<file path="config.mk">
export PLATFORM = sky130hd
export DESIGN_NAME = composite_video_sync_generator_top
export DESIGN_NICKNAME = d
export VERILOG_FILES = /design/src/rtl/cvsg_pkg.sv /design/src/rtl/composite_video_sync_generator_top.sv /design/src/rtl/cvsg_timing.sv /design/src/rtl/cvsg_shaper.sv
export SDC_FILE = /design/constraint.sdc
export NUM_CORES = 1
export LEC_CHECK = 0
export BUFFER_PORTS_ARGS = -buffer_cell sky130_fd_sc_hd__buf_2
export CAP_MARGIN = 20
export CORE_MARGIN = 5
export CORE_UTILIZATION = 66
export CTS_CLUSTER_SIZE = 40
export DETAILED_ROUTE_END_ITERATION = 10
export PLACE_DENSITY = 0.93
export SLEW_MARGIN = 20
export SYNTH_ARGS = -nofsm -noshare
export SYNTH_HDL_FRONTEND = slang
export SYNTH_HIERARCHICAL = 1
export SYNTH_SLANG_ARGS = --single-unit
</file>
<file path="constraint.sdc">
create_clock -name aclk -period 8.4 [get_ports aclk]
set_input_delay 0 -clock aclk [delete_from_list [all_inputs] [get_ports aclk]]
set_output_delay 0 -clock aclk [all_outputs]
set_load 0.05 [all_outputs]
</file>
<file path="src/rtl/cvsg_pkg.sv">
package cvsg_pkg;

    localparam int unsigned TICK_W = 6;
    localparam int unsigned LINE_W = 9;
    localparam int unsigned PULSE_W = 3;
    localparam int unsigned LUMA_W = 8;
    localparam int unsigned LEVEL_W = 3;
    localparam int unsigned CFG_DATA_W = 9;
    localparam int unsigned CFG_INDEX_W = 3;

    localparam logic [PULSE_W-1:0] EQ_BASE_PULSES = 3'd5;
    localparam logic [LINE_W-1:0] MAX_LINES = 9'd312;

    localparam logic [LEVEL_W-1:0] LEVEL_SYNC = 3'd0;
    localparam logic [LEVEL_W-1:0] LEVEL_BLANK = 3'd1;

    typedef enum logic [1:0] {
        PHASE_PRE_EQ  = 2'd0,
        PHASE_BROAD   = 2'd1,
        PHASE_POST_EQ = 2'd2,
        PHASE_LINES   = 2'd3
    } phase_t;

    // In the pulse phases only SEG_LOW and SEG_HIGH are used.
    typedef enum logic [1:0] {
        SEG_LOW    = 2'd0,
        SEG_HIGH   = 2'd1,
        SEG_ACTIVE = 2'd2,
        SEG_FRONT  = 2'd3
    } seg_t;

    typedef enum logic [CFG_INDEX_W-1:0] {
        REG_SHORT_LOW   = 3'd0,
        REG_SHORT_HIGH  = 3'd1,
        REG_BROAD_LOW   = 3'd2,
        REG_BROAD_HIGH  = 3'd3,
        REG_LINE_SYNC   = 3'd4,
        REG_BACK_PORCH  = 3'd5,
        REG_FRONT_PORCH = 3'd6,
        REG_LINES       = 3'd7
    } reg_index_t;

    typedef struct packed {
        logic [TICK_W-1:0] short_low;
        logic [TICK_W-1:0] short_high;
        logic [TICK_W-1:0] broad_low;
        logic [TICK_W-1:0] broad_high;
        logic [TICK_W-1:0] line_sync;
        logic [TICK_W-1:0] back_porch;
        logic [TICK_W-1:0] front_porch;
        logic [LINE_W-1:0] lines;
    } cfg_t;

    typedef struct packed {
        phase_t phase;
        seg_t   seg;
        logic   field_bit;
        logic   first;
    } timing_t;

    // Thresholds are ceil(255*k/6) for k = 1..6, so the count of thresholds
    // reached equals floor(6*luma/255).
    localparam logic [LUMA_W-1:0] LUMA_STEP1 = 8'd43;
    localparam logic [LUMA_W-1:0] LUMA_STEP2 = 8'd85;
    localparam logic [LUMA_W-1:0] LUMA_STEP3 = 8'd128;
    localparam logic [LUMA_W-1:0] LUMA_STEP4 = 8'd170;
    localparam logic [LUMA_W-1:0] LUMA_STEP5 = 8'd213;
    localparam logic [LUMA_W-1:0] LUMA_STEP6 = 8'd255;

    function automatic logic [LEVEL_W-1:0] luma_level(input logic [LUMA_W-1:0] luma);
        logic [LEVEL_W-1:0] lvl;
        lvl = 3'd1;
        lvl = lvl + {2'b00, (luma >= LUMA_STEP1)};
        lvl = lvl + {2'b00, (luma >= LUMA_STEP2)};
        lvl = lvl + {2'b00, (luma >= LUMA_STEP3)};
        lvl = lvl + {2'b00, (luma >= LUMA_STEP4)};
        lvl = lvl + {2'b00, (luma >= LUMA_STEP5)};
        lvl = lvl + {2'b00, (luma >= LUMA_STEP6)};
        return lvl;
    endfunction

    function automatic logic [TICK_W-1:0] at_least_one(input logic [TICK_W-1:0] v);
        return (v == '0) ? TICK_W'(1) : v;
    endfunction

endpackage

</file>
<file path="src/rtl/composite_video_sync_generator_top.sv">
// Channel  Direction  Bits                 Contents
// s_       in         tdata[7:0]           luma
// m_       out        tdata[2:0], tuser    drive_level; pixel_taken, field_index, frame_start
// cfg_     in         index[2:0], wdata    timing register writes
//
// Each beat passes an input register and then a result register.
// One beat is accepted per cycle when the result side keeps taking beats.
// The result register frees in the cycle it is taken, so a new beat can move in as the old one leaves.
// The timing counters step once for each beat that moves into the result register.
// Reset restores the register defaults and starts at the first tick of field zero.
module composite_video_sync_generator_top #(
    parameter int unsigned ACTIVE_SAMPLES = 52,
    parameter int unsigned BROAD_PULSES = 5
) (
    input  logic                                aclk,
    input  logic                                aresetn,
    input  logic                                s_tvalid,
    output logic                                s_tready,
    input  logic [7:0]                          s_tdata,   // [7:0] luma
    output logic                                m_tvalid,
    input  logic                                m_tready,
    output logic [7:0]                          m_tdata,   // [2:0] drive_level, rest zero
    output logic [2:0]                          m_tuser,   // pixel_taken, field_index, frame_start
    input  logic                                cfg_wr_en,
    input  logic [cvsg_pkg::CFG_INDEX_W-1:0]    cfg_index,
    input  logic [cvsg_pkg::CFG_DATA_W-1:0]     cfg_wdata
);
    import cvsg_pkg::*;

    cfg_t               cfg_reg;
    logic               in_valid_reg;
    logic [LUMA_W-1:0]  luma_reg;
    logic               move;
    logic               out_valid;
    logic [LEVEL_W-1:0] drive_level;
    logic               pixel_taken;
    logic               field_index;
    logic               frame_start;
    timing_t            tm;

    always_ff @(posedge aclk) begin
        if (!aresetn) begin
            cfg_reg.short_low   <= 6'd2;
            cfg_reg.short_high  <= 6'd30;
            cfg_reg.broad_low   <= 6'd30;
            cfg_reg.broad_high  <= 6'd2;
            cfg_reg.line_sync   <= 6'd4;
            cfg_reg.back_porch  <= 6'd6;
            cfg_reg.front_porch <= 6'd2;
            cfg_reg.lines       <= 9'd305;
        end else if (cfg_wr_en) begin
            case (reg_index_t'(cfg_index))
                REG_SHORT_LOW:   cfg_reg.short_low   <= cfg_wdata[TICK_W-1:0];
                REG_SHORT_HIGH:  cfg_reg.short_high  <= cfg_wdata[TICK_W-1:0];
                REG_BROAD_LOW:   cfg_reg.broad_low   <= cfg_wdata[TICK_W-1:0];
                REG_BROAD_HIGH:  cfg_reg.broad_high  <= cfg_wdata[TICK_W-1:0];
                REG_LINE_SYNC:   cfg_reg.line_sync   <= cfg_wdata[TICK_W-1:0];
                REG_BACK_PORCH:  cfg_reg.back_porch  <= cfg_wdata[TICK_W-1:0];
                REG_FRONT_PORCH: cfg_reg.front_porch <= cfg_wdata[TICK_W-1:0];
                REG_LINES:       cfg_reg.lines       <= cfg_wdata[LINE_W-1:0];
                default:         cfg_reg             <= cfg_reg;
            endcase
        end
    end

    assign move     = in_valid_reg && (!out_valid || m_tready);
    assign s_tready = !in_valid_reg || move;

    always_ff @(posedge aclk) begin
        if (!aresetn) begin
            in_valid_reg <= 1'b0;
        end else if (s_tready) begin
            in_valid_reg <= s_tvalid;
        end
    end

    always_ff @(posedge aclk) begin
        if (s_tready && s_tvalid) begin
            luma_reg <= s_tdata;
        end
    end

    cvsg_timing #(
        .ACTIVE_SAMPLES (ACTIVE_SAMPLES),
        .BROAD_PULSES   (BROAD_PULSES)
    ) u_timing (
        .aclk    (aclk),
        .aresetn (aresetn),
        .cfg     (cfg_reg),
        .advance (move),
        .tm      (tm)
    );

    cvsg_shaper u_shaper (
        .aclk        (aclk),
        .aresetn     (aresetn),
        .load        (move),
        .take        (m_tready),
        .luma        (luma_reg),
        .tm          (tm),
        .valid       (out_valid),
        .drive_level (drive_level),
        .pixel_taken (pixel_taken),
        .field_index (field_index),
        .frame_start (frame_start)
    );

    assign m_tvalid = out_valid;
    assign m_tdata  = {5'b00000, drive_level};
    assign m_tuser  = {frame_start, field_index, pixel_taken};

endmodule

</file>
<file path="src/rtl/cvsg_timing.sv">
module cvsg_timing #(
    parameter int unsigned ACTIVE_SAMPLES = 52,
    parameter int unsigned BROAD_PULSES = 5
) (
    input  logic              aclk,
    input  logic              aresetn,
    input  cvsg_pkg::cfg_t    cfg,
    input  logic              advance,
    output cvsg_pkg::timing_t tm
);
    import cvsg_pkg::*;

    phase_t              phase_reg, phase_next;
    seg_t                seg_reg, seg_next;
    logic                field_bit_reg, field_bit_next;
    logic [PULSE_W-1:0]  pulse_count_reg, pulse_count_next;
    logic [LINE_W-1:0]   line_count_reg, line_count_next;
    logic [TICK_W-1:0]   tick_count_reg, tick_count_next;

    logic [TICK_W-1:0]   seg_len;
    logic [PULSE_W-1:0]  pulses;
    logic [LINE_W-1:0]   lines_eff;
    logic                tick_more;
    logic                pulse_more;
    logic                line_more;

    always_ff @(posedge aclk) begin
        if (!aresetn) begin
            phase_reg       <= PHASE_PRE_EQ;
            seg_reg         <= SEG_LOW;
            field_bit_reg   <= 1'b0;
            pulse_count_reg <= '0;
            line_count_reg  <= '0;
            tick_count_reg  <= '0;
        end else begin
            phase_reg       <= phase_next;
            seg_reg         <= seg_next;
            field_bit_reg   <= field_bit_next;
            pulse_count_reg <= pulse_count_next;
            line_count_reg  <= line_count_next;
            tick_count_reg  <= tick_count_next;
        end
    end

    always_comb begin
        case (phase_reg)
            PHASE_LINES: begin
                case (seg_reg)
                    SEG_LOW:    seg_len = at_least_one(cfg.line_sync);
                    SEG_HIGH:   seg_len = at_least_one(cfg.back_porch);
                    SEG_ACTIVE: seg_len = TICK_W'(ACTIVE_SAMPLES);
                    default:    seg_len = at_least_one(cfg.front_porch);
                endcase
            end
            PHASE_BROAD: begin
                seg_len = at_least_one((seg_reg == SEG_LOW) ? cfg.broad_low : cfg.broad_high);
            end
            default: begin
                seg_len = at_least_one((seg_reg == SEG_LOW) ? cfg.short_low : cfg.short_high);
            end
        endcase

        pulses = (phase_reg == PHASE_BROAD) ? PULSE_W'(BROAD_PULSES)
                                            : EQ_BASE_PULSES + {2'b00, field_bit_reg};

        if (cfg.lines == '0) begin
            lines_eff = LINE_W'(1);
        end else if (cfg.lines > MAX_LINES) begin
            lines_eff = MAX_LINES;
        end else begin
            lines_eff = cfg.lines;
        end

        tick_more  = ({1'b0, tick_count_reg} + 7'd1) < {1'b0, seg_len};
        pulse_more = ({1'b0, pulse_count_reg} + 4'd1) < {1'b0, pulses};
        line_more  = ({1'b0, line_count_reg} + 10'd1) < {1'b0, lines_eff};

        phase_next       = phase_reg;
        seg_next         = seg_reg;
        field_bit_next   = field_bit_reg;
        pulse_count_next = pulse_count_reg;
        line_count_next  = line_count_reg;
        tick_count_next  = tick_count_reg;

        if (advance) begin
            if (tick_more) begin
                tick_count_next = tick_count_reg + TICK_W'(1);
            end else begin
                tick_count_next = '0;
                case (phase_reg)
                    PHASE_LINES: begin
                        if (seg_reg != SEG_FRONT) begin
                            seg_next = seg_t'(seg_reg + 2'd1);
                        end else begin
                            seg_next = SEG_LOW;
                            if (line_more) begin
                                line_count_next = line_count_reg + LINE_W'(1);
                            end else begin
                                line_count_next  = '0;
                                pulse_count_next = '0;
                                phase_next       = PHASE_PRE_EQ;
                                field_bit_next   = ~field_bit_reg;
                            end
                        end
                    end
                    default: begin
                        if (seg_reg == SEG_LOW) begin
                            seg_next = SEG_HIGH;
                        end else begin
                            seg_next = SEG_LOW;
                            if (pulse_more) begin
                                pulse_count_next = pulse_count_reg + PULSE_W'(1);
                            end else begin
                                pulse_count_next = '0;
                                phase_next       = phase_t'(phase_reg + 2'd1);
                            end
                        end
                    end
                endcase
            end
        end
    end

    assign tm.phase     = phase_reg;
    assign tm.seg       = seg_reg;
    assign tm.field_bit = field_bit_reg;
    assign tm.first     = !field_bit_reg && (phase_reg == PHASE_PRE_EQ) &&
                          (pulse_count_reg == '0) && (seg_reg == SEG_LOW) &&
                          (tick_count_reg == '0);

    a_lines_only: assert property (@(posedge aclk) disable iff (!aresetn)
        (line_count_reg != '0) |-> (phase_reg == PHASE_LINES))
        else $error("Line count is nonzero outside the line phase.");

    a_pulse_idle: assert property (@(posedge aclk) disable iff (!aresetn)
        (phase_reg == PHASE_LINES) |-> (pulse_count_reg == '0))
        else $error("Pulse count is nonzero during the line phase.");

    a_pulse_seg: assert property (@(posedge aclk) disable iff (!aresetn)
        (phase_reg != PHASE_LINES) |-> (seg_reg == SEG_LOW || seg_reg == SEG_HIGH))
        else $error("Line segment code seen in a pulse phase.");

    a_hold: assert property (@(posedge aclk) disable iff (!aresetn)
        !advance |=> ($stable(tick_count_reg) && $stable(phase_reg) && $stable(seg_reg)))
        else $error("Timing state moved without a beat.");

endmodule

</file>
<file path="src/rtl/cvsg_shaper.sv">
module cvsg_shaper (
    input  logic                            aclk,
    input  logic                            aresetn,
    input  logic                            load,
    input  logic                            take,
    input  logic [cvsg_pkg::LUMA_W-1:0]     luma,
    input  cvsg_pkg::timing_t               tm,
    output logic                            valid,
    output logic [cvsg_pkg::LEVEL_W-1:0]    drive_level,
    output logic                            pixel_taken,
    output logic                            field_index,
    output logic                            frame_start
);
    import cvsg_pkg::*;

    logic                valid_reg;
    logic [LEVEL_W-1:0]  level_reg, level_next;
    logic                taken_reg, taken_next;
    logic                field_reg;
    logic                first_reg;

    always_comb begin
        taken_next = 1'b0;
        if (tm.phase == PHASE_LINES) begin
            case (tm.seg)
                SEG_LOW:    level_next = LEVEL_SYNC;
                SEG_ACTIVE: begin
                    level_next = luma_level(luma);
                    taken_next = 1'b1;
                end
                default:    level_next = LEVEL_BLANK;
            endcase
        end else begin
            level_next = (tm.seg == SEG_LOW) ? LEVEL_SYNC : LEVEL_BLANK;
        end
    end

    always_ff @(posedge aclk) begin
        if (!aresetn) begin
            valid_reg <= 1'b0;
        end else if (load) begin
            valid_reg <= 1'b1;
        end else if (take) begin
            valid_reg <= 1'b0;
        end
    end

    always_ff @(posedge aclk) begin
        if (load) begin
            level_reg <= level_next;
            taken_reg <= taken_next;
            field_reg <= tm.field_bit;
            first_reg <= tm.first;
        end
    end

    assign valid       = valid_reg;
    assign drive_level = level_reg;
    assign pixel_taken = taken_reg;
    assign field_index = field_reg;
    assign frame_start = first_reg;

endmodule

</file>
==> metrics.cfg <==
[drt]
routedWlPerCell_microns = 18.8
drc = 0
post_drt_via_cell_ratio = 6.55
drtIter0Drc = 393
ant_nets = 0
wirelength_microns = 13300
drtPass1Iterations = 6
vias = 4625

[clocking]
post_cts_buffers = 0
cts.clk_slew.worst_paths_ns = 0.09
cts_sinks = 90
cts_buffers = 9
htree_num_levels = 3
cts_tree = done
clk_path_buf_depth = 2
cts_resized = 0
clockRootBuffer = clkbuf_8
clk_latency_ns = 0.37

[global_route]
grt_usage = 0.269
grt_max_degree = 93
use_met2 = 0.461
met3_usage = 0.0417
grt_pass1_vias = 4480
grt_pass1_wl_microns = 21700
antenna_found_initial = 0
use_met1 = 0.320
overflow = 0
busiest_layer = met2

[synthesis]
synth_top_cell_by_area = dfxtp_1
synth_edf_count = 14
synth_cell_types = 66
synth_sequential_area_ratio = 0.361
synth.most_common_cell = dfxtp_1
synth_top_cell_area_share = 0.283
synth-seq-cells = 90
synth.top_cells.by_area = dfxtp_1, mux2i_1, edfxtp_1
synth_area_per_cell_sq_um = 9.48
synthFlopType = dfxtp_1
synthArstFlopShare = 0
yosysWarnings = 6
synth_cells = 567
syn_area_sq_um = 5370
yosys-top-cells-count = dfxtp_1, nand2_1, mux2i_1, ha_1, nor2b_1

[sta]
finalCriticalPeriod_ns = 4.26
relSlewSlack = 0.234
hold_ws_ns = 0.109
finalSetupViolations = 0
hold_violations = 0
setup_ws_ns = 4.14
worst_slew_pin_slew_ns = 1.15
fmax_ghz = 0.234
tns_ns = 0
grt_setup_unrepaired = false
drv_slew = 0
skew_ns = 0.0146
timing.final.crit_share = 0.508

[layout]
largest_register_ffs = 51
diodes = 0
area_growth_pct = 9.06
final_core_util = 0.724
instances_no_fill = 706
layout-drive-gt1-share = 0.128
nets = 652
postLayoutCellArea_sq_um = 5860

[critical_path]
cp.arrival_ns = 4.51
crit_type = reg -> reg
crit_fanout = 28
cp-start-kind = register
timing.reg2reg.setup_slack_ns = 4.14
crit_path_end_kind = register
required_ns = 8.64
reg2reg_depth = 11
r2r_end = u_timing/tick_count_reg[0]$_SDFFE_PN0P_
r2r_start = u_timing/seg_reg[0]$_SDFFE_PN0P_

[floorplanning]
ioPinCount = 38
die_area_sq_um = 10000
floorplan.initialDensity = 0.664
core_area_sq_um = 8090
die_x_microns = 100
die_h_microns = 100
rows = 33

[worst_hold_path]
hold_class = in -> reg
whs_path_depth = 3
worstHoldStart = cfg_index[0]
hold_path_end = cfg_reg[3]$_SDFFE_PN0P_

[placed_design]
placed_area_sq_um = 5460
gp_congestion = 0.902
dpl.cell_count = 670
dpl.hpwl_microns = 8560
placement.io_buffers = 32
place_ws_ns = 4.41

[power]
ir_worst_vdd_mv = 0.0928
seqPwrFrac = 0.531
leakage_nw = 2.47
internal_power_uw = 633
total_power_uw = 865
sw_frac_of_total = 0.268
powerDensity_nw_per_um2 = 148
p_switching_uw = 232
p_clk_frac = 0.345
combPwrFrac = 0.124

[outcome]
status = completed

[run]
maxCapViolCount = 0

==> layout make-up <==
cell class	count	area [sq um]
inverter	22	82.6
multi-input combinational	418	3120
tap	105	131
clock buffer	13	180
timing repair buffer	55	383
sequential	90	1940
clock inverter	3	18.8
fill	552	2230
==> what timing repair did <==
| item | 4_1_cts | 5_1_grt |
|---|---|---|
| endpoints found under the setup margin | 0 | 0 |
| hold buffers | 20 | 0 |
| hold endpoints to repair | 26 | 0 |
==> metal layers <==
| metal | vias up | wire length (microns) |
|---|---|---|
| li1 | 2105 | - |
| met1 | 2184 | 5190 |
| met2 | 264 | 6610 |
| met3 | 72 | 903 |
| met4 | 0 | 597 |
| met5 | - | 0 |
==> cell families (layout without fill, tap and decap cells) <==
logic type	after synthesis	in the layout	share of synthesized area
compound gates	87	87	0.121
fa+ha+maj	31	31	0.0764
other cells	1	5	0.000698
simple gates	211	211	0.224
mux	70	70	0.132
buf+inv	63	93	0.0610
flops	90	90	0.361
xor+xnor	14	14	0.0228
==> power by group through the flow <==
| stage | Sequential [mW] | Clock, mW | Combinational [mW] |
|---|---|---|---|
| detailed placement | 0.468 | 0 | 0.0955 |
| global route | 0.460 | 0.314 | 0.115 |
| floorplan | 0.469 | 0 | 0.0735 |
| CTS | 0.458 | 0.293 | 0.104 |
| global placement | 0.467 | 0 | 0.0901 |
| finish | 0.459 | 0.299 | 0.107 |
==> worst max-delay path: stages (launching register included) <==
cell and delay, ns:
dfxtp_1 0.38, inv_1 0.13, ha_1 0.93, mux2_2 0.43
a221oi_1 0.32, ha_1 0.31, a21o_1 0.17, a221oi_1 0.33
and4b_1 0.30, o211a_4 0.30, nor2_1 0.15, nor3_1 0.38
==> how the worst max path moves through the flow <==
stage	startpoint	to	slack (ns)
floorplan	u_timing/seg_reg[0]$_SDFFE_PN0P_	u_timing/line_count_reg[2]$_SDFFE_PN0P_	4.95
global placement	u_timing/seg_reg[0]$_SDFFE_PN0P_	u_timing/line_count_reg[7]$_SDFFE_PN0P_	4.66
detailed placement	u_timing/seg_reg[0]$_SDFFE_PN0P_	u_timing/seg_reg[0]$_SDFFE_PN0P_	4.41
CTS	u_timing/seg_reg[0]$_SDFFE_PN0P_	u_timing/tick_count_reg[2]$_SDFFE_PN0P_	4.35
global route	u_timing/seg_reg[0]$_SDFFE_PN0P_	u_timing/tick_count_reg[3]$_SDFFE_PN0P_	3.88
finish	u_timing/seg_reg[0]$_SDFFE_PN0P_	u_timing/tick_count_reg[0]$_SDFFE_PN0P_	4.14
==> placed cells by master, fill, tap and decap left out, types with 5 or more instances in the layout <==
cell | netlist | final
a21o_1 | 5 | 5
nor3_1 | 9 | 9
a32o_1 | 6 | 6
inv_1 | 19 | 19
nor4b_1 | 7 | 7
o21ai_0 | 11 | 11
nand2_1 | 69 | 69
nor2b_1 | 28 | 28
dlygate4sd3_1 | 0 | 20
nor2_1 | 21 | 21
nand4_1 | 9 | 9
a221oi_1 | 11 | 11
xnor2_1 | 10 | 10
nand3b_1 | 6 | 6
buf_2 | 7 | 32
mux2_2 | 9 | 9
nor4_1 | 10 | 10
clkbuf_8 | 0 | 11
a21oi_1 | 17 | 17
nand3_1 | 15 | 15
ha_1 | 28 | 28
edfxtp_1 | 14 | 14
conb_1 | 1 | 5
dfxtp_1 | 76 | 76
mux2i_1 | 61 | 61
Note: power is estimated with default switching activity, not from simulation.
